$ cat src/sv/wave_height_cell_update_defines.svh
// Assertion macros shared by the wave height cell update RTL.
`ifndef WAVE_HEIGHT_CELL_UPDATE_DEFINES_SVH
`define WAVE_HEIGHT_CELL_UPDATE_DEFINES_SVH

// Same-cycle implication, checked on every rising clk outside reset.
`define WHCU_ASSERT_NOW(label, ante, cons, msg) \
	label: assert property (@(posedge clk) disable iff (!arst_n) (ante) |-> (cons)) \
		else $error(msg);

// Next-cycle implication, checked on every rising clk outside reset.
`define WHCU_ASSERT_NEXT(label, ante, cons, msg) \
	label: assert property (@(posedge clk) disable iff (!arst_n) (ante) |=> (cons)) \
		else $error(msg);

`endif

$ cat src/sv/whcu_pkg.sv
// Package: widths, register indexes, result type and saturation helper.
`default_nettype none
package whcu_pkg;

	localparam int FRAC_BITS_DEF = 16;
	localparam int WORD_W        = 32;
	localparam int CFG_W         = 31;
	localparam int CFG_IDX_W     = 2;
	localparam int IN_DATA_W     = 320;
	localparam int OUT_DATA_W    = 96;

	localparam logic [CFG_IDX_W-1:0] REG_ZERO_THR   = 2'd0;
	localparam logic [CFG_IDX_W-1:0] REG_ARRIVE_THR = 2'd1;
	localparam logic [CFG_IDX_W-1:0] REG_MODEL_TIME = 2'd2;

	// Result item, height in the lowest bits.
	typedef struct packed {
		logic signed [WORD_W-1:0] arrival;
		logic signed [WORD_W-1:0] max_height;
		logic signed [WORD_W-1:0] height;
	} result_t;

	// Clamp a signed value to the signed 32 bit range.
	function automatic logic signed [WORD_W-1:0] sat32(input logic signed [63:0] v);
		logic signed [WORD_W-1:0] r;
		if (v > 64'sh0000_0000_7FFF_FFFF) begin
			r = 32'sh7FFF_FFFF;
		end else if (v < -64'sh0000_0000_8000_0000) begin
			r = -32'sh8000_0000;
		end else begin
			r = v[WORD_W-1:0];
		end
		return r;
	endfunction

endpackage
`default_nettype wire

$ cat src/sv/whcu_mul.sv
// Registered signed 32 x 32 multiplier with a stage enable.
`default_nettype none
module whcu_mul (
	input  wire logic                                clk,
	input  wire logic                                en,
	input  wire logic signed [whcu_pkg::WORD_W-1:0]  a,
	input  wire logic signed [whcu_pkg::WORD_W-1:0]  b,
	output logic signed [2*whcu_pkg::WORD_W-1:0]     p
);
	import whcu_pkg::*;

	// exact product, held while the pipeline stalls
	always_ff @(posedge clk) begin
		if (en) begin
			p <= a * b;
		end
	end

endmodule
`default_nettype wire

$ cat config.mk
export PLATFORM = sky130hd
export DESIGN_NAME = whcu_mul
export DESIGN_NICKNAME = d
export VERILOG_FILES = /design/src/sv/wave_height_cell_update_defines.svh /design/src/sv/whcu_pkg.sv /design/src/sv/whcu_mul.sv
export SDC_FILE = /design/constraint.sdc
export NUM_CORES = 2
export LEC_CHECK = 0
export ABC_AREA = 1
export BUFFER_PORTS_ARGS = -buffer_cell sky130_fd_sc_hd__clkbuf_2
export CORE_MARGIN = 2
export CORE_UTILIZATION = 55
export DETAILED_ROUTE_END_ITERATION = 10
export PLACE_DENSITY = 0.72
export SKIP_LAST_GASP = 1
export SYNTH_ARGS = -nofsm -noshare
export SYNTH_HDL_FRONTEND = slang
export SYNTH_SLANG_ARGS = --single-unit
$ cat constraint.sdc
create_clock -name clk -period 21.5 [get_ports clk]
set_input_delay 1.075 -clock clk [delete_from_list [all_inputs] [get_ports clk]]
set_output_delay 1.075 -clock clk [all_outputs]
set_load 0.005 [all_outputs]
Word-level counts from Yosys, hierarchy flattened --
Index checks and enable logic that the tools add are counted.
Word-level totals: register bits 64, input port bits 66, output and inout bits 64, word-level logic and storage cells 2
Cells by class: multipliers 1
Operators with widths (count):
- $mul 32x32->64 | 1

Longest topological paths before layout --
word-level depth 1, gate-level depth with buffers 31, gate-level depth less buffers 30

Worst setup path after synthesis --
Ideal clock, no wire load.
kind in2reg, start point input port a[31] in the netlist's numbering, end point register p[59] in the netlist's numbering (data pin), library setup time 0.253 ns, data arrival time 7.607 ns, required time 21.247 ns, setup slack 13.640 ns, stages on the path 27, buffers on the path 1, cells stage by stage clkbuf_1 > nand2_1 > inv_1 > fa_1 > inv_1 > fa_1 > inv_1 > fa_1 > fa_1 > inv_1 > fa_1 > inv_1 > fa_1 > inv_1 > fa_1 > fa_1 > inv_1 > ha_1 > nand2_2 > nor2_1 > inv_1 > nor2_1 > nand2_1 > nor3_1 > nand2_1 > nand4_1 > nand2_1
Between the ends: word-level cells in the longest chain between the ends 1
RTL lines:
- from (decl) | line whcu_mul.sv:6 | input wire logic signed [whcu_pkg::WORD_W-1:0] a,
- $mul 32x32->64 | line whcu_mul.sv:15 | p <= a * b;
- to (signal assigned) | line whcu_mul.sv:15
- to (decl) | line whcu_mul.sv:8 | output logic signed [2*whcu_pkg::WORD_W-1:0] p
No other way between the ends. A chain may end at the register's enable or synchronous reset.

Final worst setup path --
start point input port a[31] in the netlist's numbering, end point register p[61] in the netlist's numbering (data pin)
The elaborated chain is that of the path after synthesis.

==> reports/qor.csv <==
metric,value,unit
area share of the largest cell type after synthesis,53.0,%
Largest regs,p: 64 flops,
first-pass GRT wire length,180,mm
crit path launch type,input port,
Mapped Area,40800,sq um
Inst Count DP,6040,
HP Start,b[0],
Worst Path Buf+Inv,8,
DIE AREA,76500,sq um
initial antenna violation count,6,
total global routing overflow,0,
Vias/cell,5.09,
Worst path depth,28,
Mapped Nets,6456,
Die Ht,277,um
Mapped Cells,5124,
H-tree levels,3,
Worst path max stage delay,0.93,ns
Setup-failing EPs final,0,
RSZ-0062 raised after global routing,false,
"FF+latch count, synth",64,
most frequent cell after synthesis,inv_1,
DP Wirelength,91.0,mm
Placer Congestion,0.966,
"FFs w/ async S/R, synth",0,%
CP startpoint,a[31],
critical-path maximum fanout,32,
Top reg by flops,p,
Setup TNS,0,ns
Total GRT Usage,30.1,%
HP Class,input port to flip-flop,
routed via count,30858,
crit end category,flip-flop,
clock tree from TritonCTS,yes,
drt first pass iters,6,
clk sinks,64,
max reg flops,64,
row cnt,99,
Root Driver,clkbuf_16,
"top cells by area, synth","fa_1 53%, inv_1 16%, nand2_1 14%, ha_1 5.6%, edfxtp_1 4.7%",
layout cell share with drive strength beyond 1,4.85,%
Synth area leader,fa_1,
WP data arrival,9.05,ns
leading register cell type out of synthesis,edfxtp_1,
Routed Antenna Nets,0,
Worst Hold Depth,4,
vias in the first global route,33954,
Post-synth top cells,"1,692 x inv_1, 1,504 x nand2_1, 1,082 x fa_1, 192 x clkbuf_1, 184 x ha_1",
worst hold path endpoint,p[0],
final worst path period share,41.7,%
synth warn,0,
worst rel slew slack,33.5,%
Port-buffer cells,129,
Area Overhead vs Synth,3.88,%
Syn Area/Cell,7.97,sq um
worst slew pin tran,0.998,ns
CTS max path bufs,2,
chip width,277,um
fmax,112,MHz
Synth cell types,27,
post-CTS sizing,0,
Final Instance Count excl. Fillers,6061,
Max-Cap Viols,0,
most frequent CP cell,fa_1,
Wirelength per Cell,17.8,um
largest net degree at the start of global routing,65,
"Slowest-stage cell, CP",fa_1,
Crit Path Category,input port to flip-flop,
core area,73200,sq um
min cycle time layout,8.96,ns
status,"finished, final reports clean",
# DRC,0,
CTS Buf Count,9,
initial DRC count,2442,
I/O pins,130,
Post-synth EDFFs,64,
Hold Slack,1.36,ns
nets,6424,
count of pins over their slew limit,0,
sequential area share after synthesis,4.71,%
Hold Fails Final Rpt,0,
critical path's top delay family,adder cells,
Worst-path clk slew,0.08,ns
setup bufs post-CTS,0,
Critical Path RT,21.60,ns
CTS hold repair buffers,0,
Initial Utilization,55.8,%
Routed WL,108,mm
-- logic make-up after synthesis --
family                   after synthesis  share of synthesized area, %
adder cells (fa/ha/maj)             1266                          58.7
XOR/XNOR                              34                         0.729
flip-flops                            64                          4.71
AND/OR/NAND/NOR                     1773                          17.3
buffers and inverters               1892                          17.4
AO/OA/AOI/OAI                         95                          1.24
-- worst min-delay path: stages --
cell      delay [ns]
clkbuf_2        0.08
buf_4           0.24
nand2_1         0.12
inv_1           0.04
-- metal layers --
layer  share of wire, %  track usage, %
met1                 38            38.1
met2                 50            52.8
met3                7.3            3.99
met4                4.5            11.7
met5                  0               0
-- stage by stage --
step / instance area, sq um / setup WS [ns] / util [%]
after global routing: 42400 / 12.08 / 58.0
after detailed placement: 42100 / 12.29 / 57.5
final: 42400 / 12.54 / 58.0
after CTS: 42400 / 12.62 / 57.9
after global placement: 42100 / 12.37 / 57.5
after floorplan: 40800 / 13.64 / -
-- worst max-delay path by stage --
stage | slack, ns | to
after floorplan | 13.64 | p[59]
after global placement | 12.37 | p[61]
after detailed placement | 12.29 | p[61]
after CTS | 12.62 | p[61]
after global routing | 12.08 | p[57]
final | 12.54 | p[61]
-- final cells by class --
| class | count | area (sq um) |
|---|---|---|
| clock buffers | 9 | 225 |
| well taps | 959 | 1200 |
| inverters | 1700 | 6380 |
| multi-input cells | 3168 | 31800 |
| flip-flops and latches | 64 | 1920 |
| diodes | 5 | 12.5 |
| fillers | 6600 | 30800 |
| clock inverters | 7 | 72.6 |
| repair buffers | 149 | 796 |
-- placed cells by master (no fill, tap or decap), types with 21 or more instances in the layout --
| cell type | Yosys | routed |
|---|---|---|
| nor2_2 | 31 | 31 |
| nand2_1 | 1504 | 1504 |
| a21oi_1 | 62 | 62 |
| nand3_1 | 73 | 73 |
| fa_1 | 1082 | 1082 |
| nand2_2 | 21 | 21 |
| inv_1 | 1692 | 1692 |
| clkbuf_2 | 0 | 129 |
| nor2_1 | 93 | 93 |
| ha_1 | 184 | 184 |
| edfxtp_1 | 64 | 64 |
| xor2_1 | 31 | 31 |
Power is not shown: default switching activity piles up to over one toggle a cycle in this logic, so the estimate is an artifact.
