===== config.mk =====
export PLATFORM = sky130hd
export DESIGN_NAME = whcu_skid
export DESIGN_NICKNAME = d
export VERILOG_FILES = /design/src/sv/wave_height_cell_update_defines.svh /design/src/sv/whcu_pkg.sv /design/src/sv/whcu_skid.sv
export SDC_FILE = /design/constraint.sdc
export NUM_CORES = 1
export LEC_CHECK = 0
export ABC_CLOCK_PERIOD_IN_PS = 32700
export BUFFER_PORTS_ARGS = -buffer_cell sky130_fd_sc_hd__clkbuf_2
export CAP_MARGIN = 20
export CORE_MARGIN = 4
export CORE_UTILIZATION = 40
export CTS_CLUSTER_DIAMETER = 100
export DETAILED_ROUTE_END_ITERATION = 10
export PLACE_DENSITY_LB_ADDON = 0.3
export SYNTH_ARGS = -nofsm -noshare
export SYNTH_HDL_FRONTEND = slang
export SYNTH_SLANG_ARGS = --single-unit

===== constraint.sdc =====
create_clock -name clk -period 32.7 [get_ports clk]
set_input_delay 0 -clock clk [delete_from_list [all_inputs] [get_ports clk]]
set_output_delay 0 -clock clk [all_outputs]
set_load 0.03 [all_outputs]

===== src/sv/wave_height_cell_update_defines.svh =====
// Assertion macros shared by the wave height cell update RTL.
`ifndef WAVE_HEIGHT_CELL_UPDATE_DEFINES_SVH
`define WAVE_HEIGHT_CELL_UPDATE_DEFINES_SVH

// Same-cycle implication, checked on every rising clk outside reset.
`define WHCU_ASSERT_NOW(label, ante, cons, msg) \
	label: assert property (@(posedge clk) disable iff (!arst_n) (ante) |-> (cons)) \
		else $error(msg);

// Next-cycle implication, checked on every rising clk outside reset.
`define WHCU_ASSERT_NEXT(label, ante, cons, msg) \
	label: assert property (@(posedge clk) disable iff (!arst_n) (ante) |=> (cons)) \
		else $error(msg);

`endif


===== src/sv/whcu_pkg.sv =====
// Package: widths, register indexes, result type and saturation helper.
`default_nettype none
package whcu_pkg;

	localparam int FRAC_BITS_DEF = 16;
	localparam int WORD_W        = 32;
	localparam int CFG_W         = 31;
	localparam int CFG_IDX_W     = 2;
	localparam int IN_DATA_W     = 320;
	localparam int OUT_DATA_W    = 96;

	localparam logic [CFG_IDX_W-1:0] REG_ZERO_THR   = 2'd0;
	localparam logic [CFG_IDX_W-1:0] REG_ARRIVE_THR = 2'd1;
	localparam logic [CFG_IDX_W-1:0] REG_MODEL_TIME = 2'd2;

	// Result item, height in the lowest bits.
	typedef struct packed {
		logic signed [WORD_W-1:0] arrival;
		logic signed [WORD_W-1:0] max_height;
		logic signed [WORD_W-1:0] height;
	} result_t;

	// Clamp a signed value to the signed 32 bit range.
	function automatic logic signed [WORD_W-1:0] sat32(input logic signed [63:0] v);
		logic signed [WORD_W-1:0] r;
		if (v > 64'sh0000_0000_7FFF_FFFF) begin
			r = 32'sh7FFF_FFFF;
		end else if (v < -64'sh0000_0000_8000_0000) begin
			r = -32'sh8000_0000;
		end else begin
			r = v[WORD_W-1:0];
		end
		return r;
	endfunction

endpackage
`default_nettype wire


===== src/sv/whcu_skid.sv =====
// Output register with one skid entry; ready toward the pipeline is registered.
`default_nettype none
module whcu_skid (
	input  wire logic                clk,
	input  wire logic                arst_n,
	input  wire logic                in_valid,
	input  wire whcu_pkg::result_t   in_data,
	output logic                     in_ready,
	output logic                     out_valid,
	input  wire logic                out_ready,
	output whcu_pkg::result_t        out_data
);
	import whcu_pkg::*;

	logic    skid_v_q;
	result_t skid_q;
	logic    push;

	assign in_ready = !skid_v_q;
	assign push     = in_valid && !skid_v_q;

	always_ff @(posedge clk or negedge arst_n) begin
		if (!arst_n) begin
			out_valid <= 1'b0;
			skid_v_q  <= 1'b0;
		end else if (skid_v_q) begin
			if (out_ready) begin
				skid_v_q  <= 1'b0;
			end
		end else if (!out_valid || out_ready) begin
			out_valid <= push;
		end else if (push) begin
			skid_v_q <= 1'b1;
		end
	end

	always_ff @(posedge clk) begin
		if (skid_v_q) begin
			if (out_ready) begin
				out_data <= skid_q;
			end
		end else if (!out_valid || out_ready) begin
			if (push) begin
				out_data <= in_data;
			end
		end else if (push) begin
			skid_q <= in_data;
		end
	end

endmodule
`default_nettype wire


After elaboration in Yosys (flattened, before gate mapping)
Cells that the tools add are included.

word-level totals
  memories kept = 0
  bits in writable memories = 0
  latch bits = 0
  flip-flop bits (word level) = 194
  bits of input ports = 100
  bits in read-only memories = 0

operators by class
  div/mod/pow operators = 0
  shift-type cells = 0
  order comparisons = 0
  multiplexer cells = 8
  add/subtract/negate cells = 0
  reduce and logical (&&, ||, !) cells = 9
  $mul = 0
  bitwise gates (word level) = 2
  eq/ne operators = 1

operator list
  kind                                   count
  two-way mux 96 bit                     4
  AND reduction 3 bit                    2
  two-way mux 1 bit                      4
  nonzero test 2 bit                     2
  logical NOT 1 bit                      2
  != test 2 bit (second input constant)  1
  inverter 1 bit                         2
  AND reduction 2 bit                    1
  logical AND 1 bit                      1
  logical OR 1 bit                       1

Longest topological paths before layout
  word-level depth = 5
  depth in mapped cells = 4
  depth with buffers taken out = 2

Least setup slack after synthesis
OpenSTA, ideal clock, no wires.

  kind = register to register
  start = register skid_v_q
  end = register skid_q[0] (netlist bit), enable pin
  period minus slack after synthesis = 10,574 ps
  path slack = 22,126 ps
  arrival = 9,783 ps
  path buffers = 2
  cell stages (with the launch flop) = 4
  setup time = 791 ps
  path through = dfrtp_1 > buf_6 > buf_6 > nor4bb_1

between the ends
  word-level cells in the longest chain between the ends = 3
  elaborated cells on any way between the ends = 4
  classes of those cells = 1 x bitwise; 3 x reduce/logical

RTL lines
  what                               RTL line         source
  start: declaration                 whcu_skid.sv:15  logic skid_v_q;
  start signal: assignment           whcu_skid.sv:25  skid_v_q <= 1'b0;
  start signal: assignment           whcu_skid.sv:28  skid_v_q <= 1'b0;
  start signal: assignment           whcu_skid.sv:33  skid_v_q <= 1'b1;
  logical NOT 1 bit                  whcu_skid.sv:20  assign push = in_valid && !skid_v_q;
  logical AND 1 bit                  whcu_skid.sv:20
  AND reduction 3 bit (no line) (*)  n/a
  end signal: assignment             whcu_skid.sv:47  skid_q <= in_data;
  end: declaration                   whcu_skid.sv:16  result_t skid_q;

Mark *: on every way between the ends. The rest lies on a longest branch, timed or not.
A chain may end at the register's enable or synchronous reset.

Worst setup path in the final report
  start = register skid_v_q
  end = register out_data[67] (netlist bit), enable pin

between the ends
  word-level cells in the longest chain between the ends = 4
  elaborated cells on any way between the ends = 6
  classes of those cells = 1 x eq/ne; 5 x reduce/logical

RTL lines
  what                               RTL line         source
  logical NOT 1 bit                  whcu_skid.sv:20
  logical AND 1 bit                  whcu_skid.sv:20
  nonzero test 2 bit (no line)       n/a
  AND reduction 3 bit (no line) (*)  n/a
  end signal: assignment             whcu_skid.sv:40  out_data <= skid_q;
  end signal: assignment             whcu_skid.sv:44  out_data <= in_data;
  end: declaration                   whcu_skid.sv:11  output whcu_pkg::result_t out_data

Marked as above.

==> results.md <==
- Yosys cell types: 12
- PwrDens: 61.3 mW/mm^2
- CP Class: reg2reg
- Synth Area in Compound Gates: 0.00319
- Worst Skew: 0.00802 ns
- Max-slew violation count: 0
- Vias in the first global route: 4360
- Initial DRC count: between 200 and 250
- Synth Warn #: 0
- Routed Antenna Nets: 0
- Top cell type's share of synthesized area: 0.817
- Reg clk slew, reported paths: 0.07 ns
- Chip Height: 141 um
- Worst path slowest cell: buf_4
- Top cell by count, worst path: buf_4
- Area growth, synth to finish: 40.4%
- Simple-gate share of the synthesized area: 0.00337
- Post-synthesis average cell area: 22.8 sq um
- Synth area leaders: edfxtp_1 (82%), mux2_2 (15%), buf_6 (1.4%)
- Dpl cells: 724
- Least-Margin Pin Slew: 1.02 ns
- R2R Setup Slk: about 30 ns
- Cells after Synth: between 300 and 400
- Hold EP: skid_q[29]
- DP Worst Slack: 29.60 ns
- Die X: 141 um
- Final Hold Viols: 0
- Inserted Clock Buffers: 17
- Pre-Repair DR Iteration Count: 4
- R2R depth: 4
- Seq cells post-synth: just under 200
- Placed instance area: 0.00827 sq mm
- Post-synth EDFFs: 192
- Crit path cell chain: buf_4, nor2_1, o22a_4, buf_4
- Crit path launch type: register
- Hold path cells: 2
- Via-to-Cell Ratio: 4.63
- Post_cts resized: 0
- WHS: 0.309 ns
- Sequential area share after synthesis: 0.824
- Post-synthesis adder-cell area fraction: 0
- Tmin final: 3.05 ns
- Setup_tns: 0 ns
- Worst Setup End Kind: register
- Bufs on Longest Clock Path: 2
- IO Count: 198
- First-pass GRT wire length: between 20000 and 25000 um
- R2r startpoint: skid_v_q
- Max-cap violations: 0
- Die ar.: a little under 0.02 sq mm
- CP Max Fanout: 76
- Share of layout cells above drive strength 1: 0.527
- Largest net degree at the start of global routing: 77
- Slowest stage delay, CP: 0.82 ns
- Post-synth ARST share: 0.0103
- Core area: 0.0173 sq mm
- Mapped cell area: 0.00706 sq mm
- Via count: 3964
- Most common cell in the synthesized netlist: edfxtp_1
- Initial antenna violation count: 0
- R2r endpoint: out_data[67]
- Htree depth: 4
- Fin crit share: 0.0932
- Fin worst setup slack: 29.65 ns
- HPWL after DPL: 9000 um
- Leading register cell type out of synthesis: edfxtp_1
- Initial Util: 0.408
- RSZ-0062 raised after global routing: no
- CP Data Arrival Time: a little over 3 ns
- Mux cell area share after synthesis: 0.153
- Largest family of logic cells by synthesized area: multiplexers
- Mapped Nets: 409
- Maximum vdd drop: 0.0324 mV
- Relative slew slack: 0.318
- Drt wl/cell: ~17 um
- Antenna diodes: 0
- Area share of xor/xnor cells in the synthesized design: 0
- Pwr Total: 0.607 mW
- Status: finished, final reports clean
- Clock sink total: 194
- Nets@finish: just over 700
- Hold WC Path Type: in2reg
- Static leakage: 3.79 nW
- Port Buf Inserts: between 150 and 200
- Cell accounting for the most synthesized area: edfxtp_1
- Gr usage total: 0.144
- Final Util: 0.573
- Post-route DRC: 0
- Root buf cell: clkbuf_16
- Global placement routability congestion: a little over 0.7
- Fin area: 0.00991 sq mm
- Remaining Overflow, GRT: 0
- Non-filler instance count after layout: between 800 and 900
- Hold Crit Start: in_data[29]
- Worst EP required: 32.73 ns
- Fmax achieved: 0.328 GHz
- CTS tree: done
- Clock Latency Late Sink: 0.42 ns
- # setup viols final: 0
- Synth top cells by count: edfxtp_1 (192), mux2_2 (96), buf_6 (9)
- Routed WL: around 14000 um
- Row count: 48
-- layout make-up --
cell class | instances | area [sq um]
Inverter | 1 | 3.75
Clock inverter | 15 | 201
Timing Repair Buffer | 302 | 2030
Fill cell | 1317 | 7390
Multi-Input combinational cell | 103 | 1150
Sequential cell | 194 | 5820
Tap cell | 225 | 282
Clock buffer | 17 | 425
-- per-layer routing --
layer,global-route usage,up-vias,share of wire
li1,-,1866,-
met1,0.174,1943,0.42
met2,0.238,138,0.49
met3,0.0543,17,0.079
met4,0.0490,0,0.016
met5,0,-,0
-- logic make-up after synthesis --
kind of cell / count (synthesis)
muxes: 96
AOI/OAI and AO/OA: 3
buffers and inverters: 12
DFF: 194
and+or+nand+nor: 4
-- critical path: cells and delay by family, from the launching register on --
kind	cells	cell delay, ns
DFF	1	0.65
and+or+nand+nor	1	0.23
buffers and inverters	2	1.31
AOI/OAI and AO/OA	1	0.35
-- state kept, by name (all words and copies together) (netlist names) --
signal	flops
out_valid	1
out_data	96
skid_v_q	1
skid_q	96
-- how the worst max path moves through the flow --
stage,end,from,cells past startpoint,slack [ns]
after CTS,out_data[94],skid_v_q,4,29.58
after floorplan,skid_q[0],skid_v_q,3,22.13
after global placement,out_data[42],skid_v_q,4,29.60
final,out_data[67],skid_v_q,4,29.65
after global routing,out_data[14],skid_v_q,4,29.47
after detailed placement,out_data[41],skid_v_q,4,29.60
-- power by group --
group / switching (mW) / internal (mW) / total [mW]
clock network: 0.0902 / 0.129 / 0.219
logic: 0.0505 / 0.0327 / 0.0832
registers: 0.00669 / 0.298 / 0.304
total: 0.147 / 0.460 / 0.607
-- cells in the final DEF (no fill, tap or decap), drive strengths merged, types with 2 or more instances in the layout --
cell and count:
mux2 96, clkinv 6, edfxtp 192, bufinv 4, clkbuf 214, inv 6, nor2 2, buf 4
dlygate4sd3 101, dfrtp 2
-- timing repair --
item,4_1_cts,5_1_grt
endpoints found under the hold margin,196,0
setup buffers,0,0
hold buffers,101,0
setup endpoints to repair,0,0
Power figures use the tool's default switching activity.
